File: src/hdl/mono_framebuffer_raster_engine_unit_macros.svh
// assertion macros for the raster engine
`ifndef MONO_FRAMEBUFFER_RASTER_ENGINE_UNIT_MACROS_SVH
`define MONO_FRAMEBUFFER_RASTER_ENGINE_UNIT_MACROS_SVH
// assert that antecedent implies consequent on the next clock, off in reset
`define MFRE_ASSERT_NEXT(label, clk, rst, ante, cons) \
   label: assert property (@(posedge clk) disable iff (rst) (ante) |=> (cons)) \
      else $error("%m: check failed");
// assert that a condition holds on every clock outside reset
`define MFRE_ASSERT_ALWAYS(label, clk, rst, cond) \
   label: assert property (@(posedge clk) disable iff (rst) (cond)) \
      else $error("%m: check failed");
`endif

File: src/hdl/mfre_pkg.sv
// types and constants shared by the raster engine files
package mfre_pkg;
   typedef enum logic [2:0] {
      MODE_POINT = 3'd0, MODE_LINE = 3'd1, MODE_RECT = 3'd2, MODE_CIRCLE = 3'd3,
      MODE_INVERT = 3'd4, MODE_CLEAR = 3'd5, MODE_READ = 3'd6, MODE_NONE = 3'd7
   } mode_type;

   typedef enum logic [3:0] {
      ST_CLEAR, ST_IDLE, ST_LINE_SETUP, ST_LINE_PLOT, ST_CIRC_PLOT, ST_CIRC_STEP,
      ST_INV_PLOT, ST_WAIT_RD, ST_WRITE, ST_RESPOND
   } state_type;

   // what a plot does to its bit
   typedef enum logic [1:0] {
      OP_SET, OP_CLR, OP_FLIP, OP_READ
   } op_type;

   // controller to datapath
   typedef struct packed {
      logic       load;       // latch command fields
      logic       clr_start;  // reset clear counter
      logic       clr_step;   // write zero at clear counter and advance
      logic       line_load;  // set up line from segment
      logic       line_step;  // advance line stepper
      logic       seg_next;   // next rectangle segment
      logic       circ_load;
      logic       circ_step;  // advance midpoint state
      logic       oct_next;   // next of eight symmetric points
      logic       inv_load;
      logic       inv_next;   // next region pixel
      logic       rd_issue;   // present read address for current point
      logic       wr_issue;   // write modified byte
      logic       pix_cap;    // capture read pixel
   } cmd_type;

   // datapath to controller
   typedef struct packed {
      logic       clr_done;
      logic       line_last;
      logic       seg_last;
      logic       circ_done;
      logic       oct_last;
      logic       inv_empty;
      logic       inv_last;
      logic       on_screen;
   } sts_type;
endpackage

File: src/hdl/mfre_ctrl.sv
// command sequencer for the raster engine
module mfre_ctrl (
   input  logic                clock,
   input  logic                reset,
   input  logic                req_valid,
   input  mfre_pkg::mode_type  req_mode,
   input  mfre_pkg::mode_type  mode,
   input  logic                rsp_free,
   input  mfre_pkg::sts_type   sts,
   output logic                req_ready,
   output logic                rsp_load,
   output mfre_pkg::cmd_type   cmd,
   output mfre_pkg::state_type state
);
   mfre_pkg::state_type state_ff, state_in;
   assign state = state_ff;

   always_ff @(posedge clock) begin
      if (reset) state_ff <= mfre_pkg::ST_CLEAR;
      else state_ff <= state_in;
   end

   // next state
   always_comb begin
      state_in = state_ff;
      unique case (state_ff)
         mfre_pkg::ST_CLEAR: if (sts.clr_done) state_in = mfre_pkg::ST_RESPOND;
         mfre_pkg::ST_IDLE: begin
            if (req_valid) begin
               unique case (req_mode)
                  mfre_pkg::MODE_POINT, mfre_pkg::MODE_READ:
                     state_in = mfre_pkg::ST_WAIT_RD;
                  mfre_pkg::MODE_LINE, mfre_pkg::MODE_RECT:
                     state_in = mfre_pkg::ST_LINE_SETUP;
                  mfre_pkg::MODE_CIRCLE: state_in = mfre_pkg::ST_CIRC_PLOT;
                  mfre_pkg::MODE_INVERT: state_in = mfre_pkg::ST_INV_PLOT;
                  mfre_pkg::MODE_CLEAR: state_in = mfre_pkg::ST_CLEAR;
                  default: state_in = mfre_pkg::ST_RESPOND;
               endcase
            end
         end
         mfre_pkg::ST_LINE_SETUP: state_in = mfre_pkg::ST_LINE_PLOT;
         mfre_pkg::ST_LINE_PLOT: state_in = mfre_pkg::ST_WAIT_RD;
         mfre_pkg::ST_CIRC_PLOT: begin
            if (sts.circ_done) state_in = mfre_pkg::ST_RESPOND;
            else state_in = mfre_pkg::ST_WAIT_RD;
         end
         mfre_pkg::ST_CIRC_STEP: state_in = mfre_pkg::ST_CIRC_PLOT;
         mfre_pkg::ST_INV_PLOT: begin
            if (sts.inv_empty) state_in = mfre_pkg::ST_RESPOND;
            else state_in = mfre_pkg::ST_WAIT_RD;
         end
         mfre_pkg::ST_WAIT_RD: state_in = mfre_pkg::ST_WRITE;
         mfre_pkg::ST_WRITE: begin
            unique case (mode)
               mfre_pkg::MODE_LINE, mfre_pkg::MODE_RECT: begin
                  if (!sts.line_last) state_in = mfre_pkg::ST_LINE_PLOT;
                  else if (mode == mfre_pkg::MODE_RECT && !sts.seg_last)
                     state_in = mfre_pkg::ST_LINE_SETUP;
                  else state_in = mfre_pkg::ST_RESPOND;
               end
               mfre_pkg::MODE_CIRCLE: begin
                  if (sts.oct_last) state_in = mfre_pkg::ST_CIRC_STEP;
                  else state_in = mfre_pkg::ST_WAIT_RD;
               end
               mfre_pkg::MODE_INVERT: begin
                  if (sts.inv_last) state_in = mfre_pkg::ST_RESPOND;
                  else state_in = mfre_pkg::ST_WAIT_RD;
               end
               default: state_in = mfre_pkg::ST_RESPOND;
            endcase
         end
         mfre_pkg::ST_RESPOND: if (rsp_free) state_in = mfre_pkg::ST_IDLE;
         default: state_in = mfre_pkg::ST_IDLE;
      endcase
   end

   // outputs
   always_comb begin
      cmd = '0;
      req_ready = 1'b0;
      rsp_load = 1'b0;
      unique case (state_ff)
         mfre_pkg::ST_CLEAR: cmd.clr_step = 1'b1;
         mfre_pkg::ST_IDLE: begin
            req_ready = 1'b1;
            if (req_valid) begin
               cmd.load = 1'b1;
               cmd.clr_start = 1'b1;
            end
         end
         mfre_pkg::ST_LINE_SETUP: cmd.line_load = 1'b1;
         mfre_pkg::ST_LINE_PLOT: cmd.rd_issue = 1'b1;
         mfre_pkg::ST_CIRC_PLOT: cmd.circ_load = 1'b1;
         mfre_pkg::ST_CIRC_STEP: cmd.circ_step = 1'b1;
         mfre_pkg::ST_INV_PLOT: cmd.inv_load = 1'b1;
         mfre_pkg::ST_WAIT_RD: cmd.pix_cap = 1'b1;
         mfre_pkg::ST_WRITE: begin
            cmd.wr_issue = 1'b1;
            unique case (mode)
               mfre_pkg::MODE_LINE, mfre_pkg::MODE_RECT: begin
                  cmd.line_step = 1'b1;
                  if (sts.line_last) cmd.seg_next = 1'b1;
               end
               mfre_pkg::MODE_CIRCLE: cmd.oct_next = 1'b1;
               mfre_pkg::MODE_INVERT: cmd.inv_next = 1'b1;
               default: ;
            endcase
         end
         mfre_pkg::ST_RESPOND: rsp_load = rsp_free;
         default: ;
      endcase
   end
endmodule

File: config.mk
export PLATFORM = sky130hd
export DESIGN_NAME = mfre_ctrl
export DESIGN_NICKNAME = d
export VERILOG_FILES = /design/src/hdl/mono_framebuffer_raster_engine_unit_macros.svh /design/src/hdl/mfre_pkg.sv /design/src/hdl/mfre_ctrl.sv
export SDC_FILE = /design/constraint.sdc
export NUM_CORES = 1
export LEC_CHECK = 0
export BUFFER_PORTS_ARGS = -buffer_cell sky130_fd_sc_hd__buf_2
export CORE_UTILIZATION = 36
export CTS_CLUSTER_SIZE = 12
export DETAILED_ROUTE_END_ITERATION = 6
export PLACE_DENSITY_LB_ADDON = 0.25
export REMOVE_ABC_BUFFERS = 1
export SYNTH_ARGS = -nofsm -noshare
export SYNTH_HDL_FRONTEND = slang
export SYNTH_SLANG_ARGS = --single-unit
File: constraint.sdc
create_clock -name clock -period 1.6 [get_ports clock]
set_clock_uncertainty 0.2 [all_clocks]
set_input_delay 0.24 -clock clock [delete_from_list [all_inputs] [get_ports clock]]
set_output_delay 0.24 -clock clock [all_outputs]
set_load 0.01 [all_outputs]
# Yosys cells after proc, flatten, opt, wreduce, memory -nomap -nowiden
# Index checks and enable logic that the tools add are counted.
dict set report op_classes {
  n_mux 31
  reduce_logical 8
  n_eq_ne 22
}
# op count
set ops {}
lappend ops {{one-hot mux 4 bit (10 select lines)} 1}
lappend ops {{2-to-1 mux 4 bit} 8}
lappend ops {{one-hot mux 4 bit (5 select lines)} 1}
lappend ops {{equality test 4 x 3 -> 1 bit (second input constant)} 4}
lappend ops {{2-to-1 mux 1 bit} 15}
lappend ops {{equality test 3 x 2 -> 1 bit (second input constant)} 4}
lappend ops {{equality test 3 bit (second input constant)} 4}
lappend ops {{one-hot mux 4 bit (3 select lines)} 1}
lappend ops {{2-to-1 mux 2 bit} 5}
lappend ops {{equality test 4 x 2 -> 1 bit (second input constant)} 2}
lappend ops {{equality test 4 bit (second input constant)} 2}
lappend ops {{equality test 3 x 1 -> 1 bit (second input constant)} 2}
lappend ops {{inequality test 2 bit (second input constant)} 3}
lappend ops {{OR reduction 2 bit} 3}
lappend ops {{equality test 4 x 1 -> 1 bit (second input constant)} 1}
lappend ops {{logical NOT 4 bit} 1}
lappend ops {{logical NOT 3 bit} 1}
lappend ops {{AND reduction 3 bit} 1}
lappend ops {{logical AND 1 bit} 1}
lappend ops {{logical NOT 1 bit} 1}
dict set report word_totals {
  word_cells 62
  input_bits 18
  reg_bits 4
}

# Depth between registers and ports, before layout
# Gate-level depths: netlist (run 1).
dict set report logic_depth {
  word_depth 6
  mapped_depth 5
}

# Least setup slack after synthesis (run 1)
# OpenSTA, ideal clock, no wires.
dict set report synth_timing {
  path_kind {flip-flop to output port}
  from {register state_ff[2], in the netlist state[2]}
  to {output port cmd[8] in the netlist's numbering}
  t_arrival_ns 1.468
  path_buffers 1
  slack_ns -0.308
  path_stages_with_launch 5
  required_time_ns 1.160
  cell_sequence {dfxtp_1 > buf_6 > or3_4 > nor3_1 > and2_1}
}
# element line
set synth_lines {}
lappend synth_lines {{from (decl)} mfre_ctrl.sv:15} ;# mfre_pkg::state_type state_ff, state_in;
lappend synth_lines {{from (signal assigned)} mfre_ctrl.sv:19} ;# if (reset) state_ff <= mfre_pkg::ST_CLEAR;
lappend synth_lines {{from (signal assigned)} mfre_ctrl.sv:20} ;# else state_ff <= state_in;
lappend synth_lines {{to (decl)} mfre_ctrl.sv:12} ;# output mfre_pkg::cmd_type cmd,

==> flow_summary_export.csv, run 1 <==
group,metric,value,unit
status,outcome,"complete, but fails checks",
status,failed_checks,"negative setup slack",
logic_synthesis,ys_ff_latch,4,
min_path,hp-class,"input port to flip-flop",
die,fp.dieW,41.5,um
sta,tightestPinTransition,473,ps
place,portBuffers,36,
global_routing,antenna_found_initial,0,
drt,wl_per_cell,16.4,um
job,maxCapViolations,0,
place,routabilityCongestion,0.781,
drt,drt-initial-drc-count,31,
sta,maxSlewHeadroom,68.0,%
logic_synthesis,synth_seq_area_share,14.3,%
drt,drtAntennaViolNets,0,
die,num_io_pins,38,
drt,wl,2490,um
layout,nets,157,
sta,fmax,522,MHz
setup_path,path_max_fanout,4,
logic_synthesis,yosys.area.top_type,"dfxtp_1",
layout,fin_cells,152,
layout,largest_reg_flops,4,
setup_path,crit_required,1160,ps
setup_path,crit_top_cell,"buf_6",
die,die_area,1720,um2
layout,layout.core_utilization,83.2,%
cts,clk_latency,240,ps
cts,clockBufferDepth,2,
cts,cts_tree,"yes",
layout,post-route-cell-area,1150,um2
logic_synthesis,post_synth_main_area_contributors,"dfxtp_1 (14%), nor3_1 (7.1%), nand2b_1 (5.6%)",
setup_path,crit_path_start,"state[1]",
global_routing,grt_pass1_vias,726,
setup_path,crit_chain,"nand2b_4 > or3_4 > buf_4 > buf_6 > inv_4 > buf_6",
sta,maxSlewViolCount,0,
power,power.density,1450,nW/um2
setup_path,slowest_stage,"or3_4",
global_routing,grt_first_pass_wirelength,3280,um
die,start_util,40.6,%
place,dpl_cell_area,826,um2
sta,rsz0062_at_grt,"yes",
place,dpl.hpwl,1300,um
place,place_inst,137,
die,coreArea,1380,um2
logic_synthesis,ys.flop_type,"dfxtp_1",
power,p_leak,0.534,nW
logic_synthesis,ys_warn_count,0,
sta,finalSetupTns,-3600,ps
setup_path,worstPathArrival,1480,ps
cts,cts_sinks,4,
drt,drc_errors,0,
layout,n_antenna_cell,0,
logic_synthesis,postSynthCellCount,78,
setup_path,start_kind,"flip-flop",
cts,cts_buffers,3,
logic_synthesis,synth_area,562,um2
sta,final.min_clock_period,1920,ps
global_routing,grt_max_degree,9,
cts,clockRootBuffer,"clkbuf_4",
setup_path,critical_path_class,"flip-flop to output port",
logic_synthesis,async_flop_share,0,%
layout,syn2layout_area_growth,105,%
die,die_y,41.5,um
drt,vias,892,
logic_synthesis,synth_cell_types,36,
sta,hold_violations,0,
setup_path,cp-end-kind,"output port",
setup_path,crit_path_max_incr_delay,400,ps
logic_synthesis,synth_common_cells,"nor2_1 (8), nor3_1 (8), nand2_1 (6)",
global_routing,grt_use_total,24.1,%
setup_path,reg2reg_from,"state[1]",
power,peakVddDrop,0.000909,V
logic_synthesis,syn_area_per_cell,7.20,um2
logic_synthesis,synth_top_area_share,14.3,%
drt,vias_per_cell,5.87,
global_routing,overflow,0,
min_path,worst_hold_startpoint,"req_mode[0]",
sta,fin_crit_sh,120,%
die,num_rows,13,
layout,drive_gt1_share,65.0,%
logic_synthesis,synth_edf_count,0,
sta,finalWorstSetupSlack,-317,ps
sta,finalSetupViolations,18,
drt,dr.pass1.iters,4,
cts,htree_levels,1,
cts,clk_pin_slew,40,ps
[stage by stage]
stage / setup slack [ps] / hold WS [ps] / power, mW
6_report: -317 / 193 / 1.66
5_1_grt: -373 / 211 / 1.76
4_1_cts: -294 / 172 / 1.38
3_5_place_dp: -133 / 256 / 0.996
3_3_place_gp: -86.5 / 253 / 0.992
2_1_floorplan: -453 / 106 / 0.603
[path summary, 6_finish.rpt]
path | to | slack [ps] | depth (start not counted)
hold / removal | state[2] | 190 | 4
setup / recovery | cmd[1] | -320 | 6
hold reg to reg | state[0] | 570 | 2
setup reg to reg | state[3] | -260 | 6
[timing repair]
action / CTS / global route
hold buffers: 1 / 0
resized for setup: 18 / 25
endpoints found under the hold margin: 1 / 0
endpoints found under the setup margin: 19 / 20
pin swaps: 6 / 3
buffers inserted: 6 / 5
[logic make-up (layout without fill, tap and decap cells)]
logic type,after synthesis,count (layout),synth area share (%)
simple gates,41,41,41.6
compound gates,19,19,27.2
xor+xnor,2,2,3.12
mux,1,1,2.67
buf+inv,11,70,11.1
flops,4,4,14.3
[layout make-up]
type	instances	area, um2
well taps	15	18.8
multi-input cells	63	568
fillers	79	233
clock buffers	3	22.5
inverters	4	17.5
repair buffers	63	435
flip-flops and latches	4	87.6
[worst max-delay path: cells and delay by family, from the launching register on]
family,cells,cell delay [ps]
buffers and inverters,4,400
DFF,1,310
and+or+nand+nor,2,530
[cell usage in the layout (no fill, tap or decap), drive strengths merged, types with 2 or more instances in the layout]
cell	count
buf	62
nor2	8
nor3	8
nand2	6
nand2b	5
inv	4
dfxtp	4
a21oi	3
clkbuf	3
o21ai	3
nor4b	3
nor4	2
xnor2	2
and2	2
nor2b	2
a211oi	2
or3	2
o32ai	2
[metal layers]
metal / vias to the layer above / track usage (%) / routed length (um)
met1: 433 / 31.6 / 992
li1: 412 / - / -
met2: 41 / 40.0 / 1340
met5: - / 0 / 0
met4: 0 / 11.6 / 51
met3: 6 / 1.30 / 114
[report_power, final]
group | switching [mW] | leakage [nW] | internal [mW]
Combinational | 0.642 | 0.486 | 0.708
Clock | 0.0432 | 0.0138 | 0.0840
Sequential | 0.0410 | 0.0347 | 0.144
No activity file was read; power rests on OpenSTA's default activity.
==> inputs of run 2 (changes only) <==
==> constraint.sdc (replaced) <==
create_clock -name clock -period 1.6 [get_ports clock]
set_clock_uncertainty 0.2 [all_clocks]
set_input_delay 0.32 -clock clock [delete_from_list [all_inputs] [get_ports clock]]
set_output_delay 0.32 -clock clock [all_outputs]
set_load 0.01 [all_outputs]
==> flow_summary_export.csv, run 2 (synthesized netlist as in run 1, its figures left out) <==
group,metric,value,unit
status,failed_checks,"negative setup slack",
layout,post-route-cell-area,1280,um2
place,dp_slack,-187,ps
cts,cts_sinks,4,
cts,cts_hold_buf,0,
sta,maxSlewHeadroom,60.8,%
cts,clk_pin_slew,50,ps
die,die_y,41.5,um
setup_path,cp-end-kind,"output port",
job,maxCapViolations,0,
layout,final_common_cell,"buf_2",
min_path,hp-class,"input port to flip-flop",
layout,final_cell_mix,"buf_2 (29), buf_6 (21), buf_4 (16)",
sta,fin_crit_sh,132,%
global_routing,grt_first_pass_wirelength,3280,um
place,routabilityCongestion,0.741,
place,portBuffers,36,
sta,rsz0062_at_grt,"yes",
layout,syn2layout_area_growth,127,%
cts,htree_levels,1,
global_routing,grt_pass1_vias,734,
sta,hold_slack,94.6,ps
drt,drt-initial-drc-count,38,
drt,drtAntennaViolNets,0,
sta,finalWorstSetupSlack,-506,ps
global_routing,grt_util_met2,41.6,%
setup_path,slowest_stage,"or3_4",
power,power.density,1550,nW/um2
drt,drc_errors,0,
place,dpl_cell_area,826,um2
cts,cts_buffers,3,
cts,clockBufferDepth,2,
power,totalPowerFinal,1.98,mW
drt,wl_per_cell,22.6,um
setup_path,crit_chain,"nand2b_4 > or3_4 > nor3_4 > and2_1 > buf_2",
die,start_util,40.6,%
layout,nets,163,
power,peakVddDrop,0.00108,V
global_routing,antenna_found_initial,0,
global_routing,grt_use_total,24.3,%
status,outcome,"complete, but fails checks",
setup_path,crit_required,1080,ps
die,coreArea,1380,um2
drt,dr.pass1.iters,4,
sta,finalSetupViolations,21,
global_routing,grt_max_degree,13,
die,num_rows,13,
sta,hold_violations,0,
global_routing,overflow,0,
cts,clk_latency,250,ps
drt,vias,1059,
power,p_leak,0.593,nW
sta,maxSlewViolCount,0,
setup_path,path_max_fanout,4,
die,num_io_pins,38,
layout,n_antenna_cell,0,
setup_path,crit_path_max_incr_delay,420,ps
global_routing,grt_busiest_layer,"met2",
die,fp.dieW,41.5,um
layout,seq_area,85.1,um2
sta,tightestPinTransition,580,ps
sta,final.min_clock_period,2110,ps
layout,drive_gt1_share,70.6,%
setup_path,critical_path_class,"flip-flop to output port",
setup_path,worstPathArrival,1590,ps
layout,num-fill-cells,47,
layout,largest_reg_flops,4,
setup_path,start_kind,"flip-flop",
cts,clockRootBuffer,"clkbuf_4",
sta,fmax,475,MHz
global_routing,use_met3,2.61,%
drt,vias_per_cell,6.70,
global_routing,grtUsageMet1,31.5,%
layout,multi_input_area,579,um2
place,dpl.hpwl,1350,um
cts,cts_tree,"yes",
die,die_area,1720,um2
drt,wl,3580,um
run 2: changes by cell type in the layout (fill, tap and decap cells not counted), sizes merged:
cell and delta:
buf +7, dlygate4sd3 -1
run 2: layout make-up:
type,instances,area share (%)
clock buffers,3,1.76
inverters,4,1.18
multi-input cells,63,45.3
flip-flops and latches,4,6.66
well taps,15,1.47
repair buffers,69,43.6
run 2: final timing paths:
check	start	to	slack (ps)	cells after the start
worst max-delay path	state[1]	cmd[8]	-510	5
worst min-delay path	reset	state[3]	90	2
worst max register to register	state[1]	state[2]	-440	7
worst min register to register	state[0]	state[0]	610	3
run 2: repair_timing:
action,4_1_cts,5_1_grt
buffers inserted,6,12
endpoints found under the setup margin,19,20
pin swaps,6,15
resized for setup,27,32
run 2: power breakdown:
| group | internal (mW) | switching [mW] |
|---|---|---|
| logic | 0.892 | 0.779 |
| clock network | 0.0849 | 0.0563 |
| registers | 0.140 | 0.0312 |
| total | 1.12 | 0.867 |
run 2: metal layers:
metal | wire length [um] | vias up | part of all wire [%]
met3 | 344 | 29 | 9.6
met4 | 201 | 0 | 5.6
met5 | 0 | - | 0
li1 | - | 426 | -
met1 | 1290 | 510 | 36
met2 | 1740 | 94 | 49
run 2: metrics by stage:
step                      setup TNS (ps)  util, %  instances
after global placement              -669     59.7        137
after CTS                          -4390     73.7        146
after detailed placement            -948     59.7        137
after floorplan                    -2590        -         71
after global routing               -6970     92.4        158
final                              -6610     92.4        158
run 2: critical path: cells and delay by family, from the launching register on:
kind / cells / cell delay [ps]
buffers and inverters: 1 / 150
DFF: 1 / 320
and+or+nand+nor: 4 / 870
==> inputs of run 3 (changes only) <==
PLACE_DENSITY = 0.72   (was not set)
PLACE_DENSITY_LB_ADDON = not set   (was 0.25)
==> flow_summary_export.csv, run 3 (synthesized netlist as in run 1, its figures left out) <==
group,metric,value,unit
min_path,whs_endpoint,"state[3]",
place,dpl_cell_area,863,um2
sta,maxSlewHeadroom,65.5,%
setup_path,crit_required,1080,ps
cts,cts_buffers,3,
sta,rsz0062_at_grt,"yes",
cts,clk_latency,270,ps
sta,final.min_clock_period,2040,ps
setup_path,r2r_cells,6,
layout,final_common_cell,"buf_2",
place,portBuffers,36,
status,failed_checks,"negative setup slack",
die,fp.dieW,41.5,um
cts,clockBufferDepth,2,
min_path,hp-class,"input port to flip-flop",
drt,drtAntennaViolNets,0,
job,maxCapViolations,0,
place,dpl.hpwl,1440,um
setup_path,rr_endpoint,"state[1]",
drt,drt-initial-drc-count,38,
layout,nets,166,
layout,largest_reg_flops,4,
sta,finalSetupViolations,21,
global_routing,antenna_found_initial,0,
power,p_leak,0.583,nW
sta,finalSetupTns,-5270,ps
die,die_area,1720,um2
drt,vias,955,
die,die_y,41.5,um
setup_path,worstPathArrival,1520,ps
power,totalPowerFinal,1.87,mW
global_routing,grt_use_total,32.4,%
cts,cts_tree,"yes",
layout,post-route-cell-area,1250,um2
sta,finalWorstSetupSlack,-438,ps
cts,htree_levels,1,
cts,cts_sinks,4,
die,num_io_pins,38,
cts,clockRootBuffer,"clkbuf_4",
global_routing,overflow,0,
drt,wl,3030,um
power,peakVddDrop,0.000995,V
global_routing,grt_pass1_vias,924,
drt,drc_errors,0,
setup_path,critical_path_class,"flip-flop to output port",
power,power.density,1500,nW/um2
setup_path,cp-end-kind,"output port",
layout,fin_cells,161,
min_path,worst_hold_startpoint,"reset",
drt,dr.pass1.iters,4,
drt,wl_per_cell,18.8,um
global_routing,grt_first_pass_wirelength,4260,um
place,place_inst,142,
die,start_util,40.6,%
die,coreArea,1380,um2
global_routing,grt_max_degree,8,
layout,n_antenna_cell,0,
min_path,whs_path_depth,2,
die,num_rows,13,
setup_path,path_max_fanout,4,
layout,final_cell_mix,"buf_2 (32), buf_4 (26), buf_6 (13)",
sta,hold_violations,0,
setup_path,reg2reg_from,"state[1]",
layout,drive_gt1_share,71.2,%
cts,clk_pin_slew,50,ps
sta,fmax,491,MHz
sta,maxSlewViolCount,0,
layout,syn2layout_area_growth,122,%
sta,tightestPinTransition,511,ps
setup_path,start_kind,"flip-flop",
drt,vias_per_cell,5.93,
setup_path,r2r_setup_slack,-270,ps
status,outcome,"complete, but fails checks",
place,routabilityCongestion,0.803,
sta,fin_crit_sh,127,%
-- run 3: cell count changes in the layout (fill, tap and decap cells not counted), sizes merged --
cell	before	now
buf	69	72
-- run 3: routing by layer --
layer  part of all wire [%]  wire length (um)  track usage, %
met5                      0                 0               0
met3                    5.4               165            5.22
met1                     40              1210            39.6
met4                    3.3               101            17.4
met2                     51              1560            53.8
-- run 3: power breakdown --
group          leakage [nW]  total (mW)  switching, mW  internal (mW)
logic                 0.534        1.53          0.711          0.814
registers            0.0350       0.185         0.0386          0.146
clock network        0.0138       0.155         0.0696         0.0858
-- run 3: worst max path at each step --
stage          depth (start not counted)     start  slack (ps)      to
2_1_floorplan                          4  state[3]        -530  cmd[8]
3_3_place_gp                           5  state[1]        -150  cmd[8]
3_5_place_dp                           5  state[1]        -200  cmd[8]
4_1_cts                                4  state[1]        -360  cmd[3]
5_1_grt                                5  state[1]        -470  cmd[8]
6_report                               5  state[1]        -440  cmd[8]
-- run 3: final cells by class --
class / instances / area [um2]
Clock buffer: 3 / 22.5
Sequential cell: 4 / 90.1
Multi-Input combinational cell: 63 / 576
Fill cell: 61 / 136
Timing Repair Buffer: 72 / 522
Inverter: 4 / 17.5
Tap cell: 15 / 18.8
-- run 3: critical path, cell delays in order, from the launching register on --
cell and delay, ps:
dfxtp_2 320, nand2b_4 140, or3_4 380, nor3_4 140
and2_1 140, buf_2 120
-- run 3: stage by stage --
stage	hold slack, ps	setup slack [ps]	util, %
after floorplan	186	-533	-
after global placement	327	-150	62.4
after detailed placement	335	-201	62.4
after CTS	76.1	-362	83.7
after global routing	85.3	-474	90.1
final	73.6	-438	90.1
-- run 3: repair_timing --
| action | in CTS | in global routing |
|---|---|---|
| gates cloned | 0 | 0 |
| setup buffers | 13 | 6 |
| gates resized for setup | 33 | 19 |
| hold buffers | 0 | 0 |
| pin swaps | 13 | 12 |
| setup endpoints to repair | 20 | 21 |
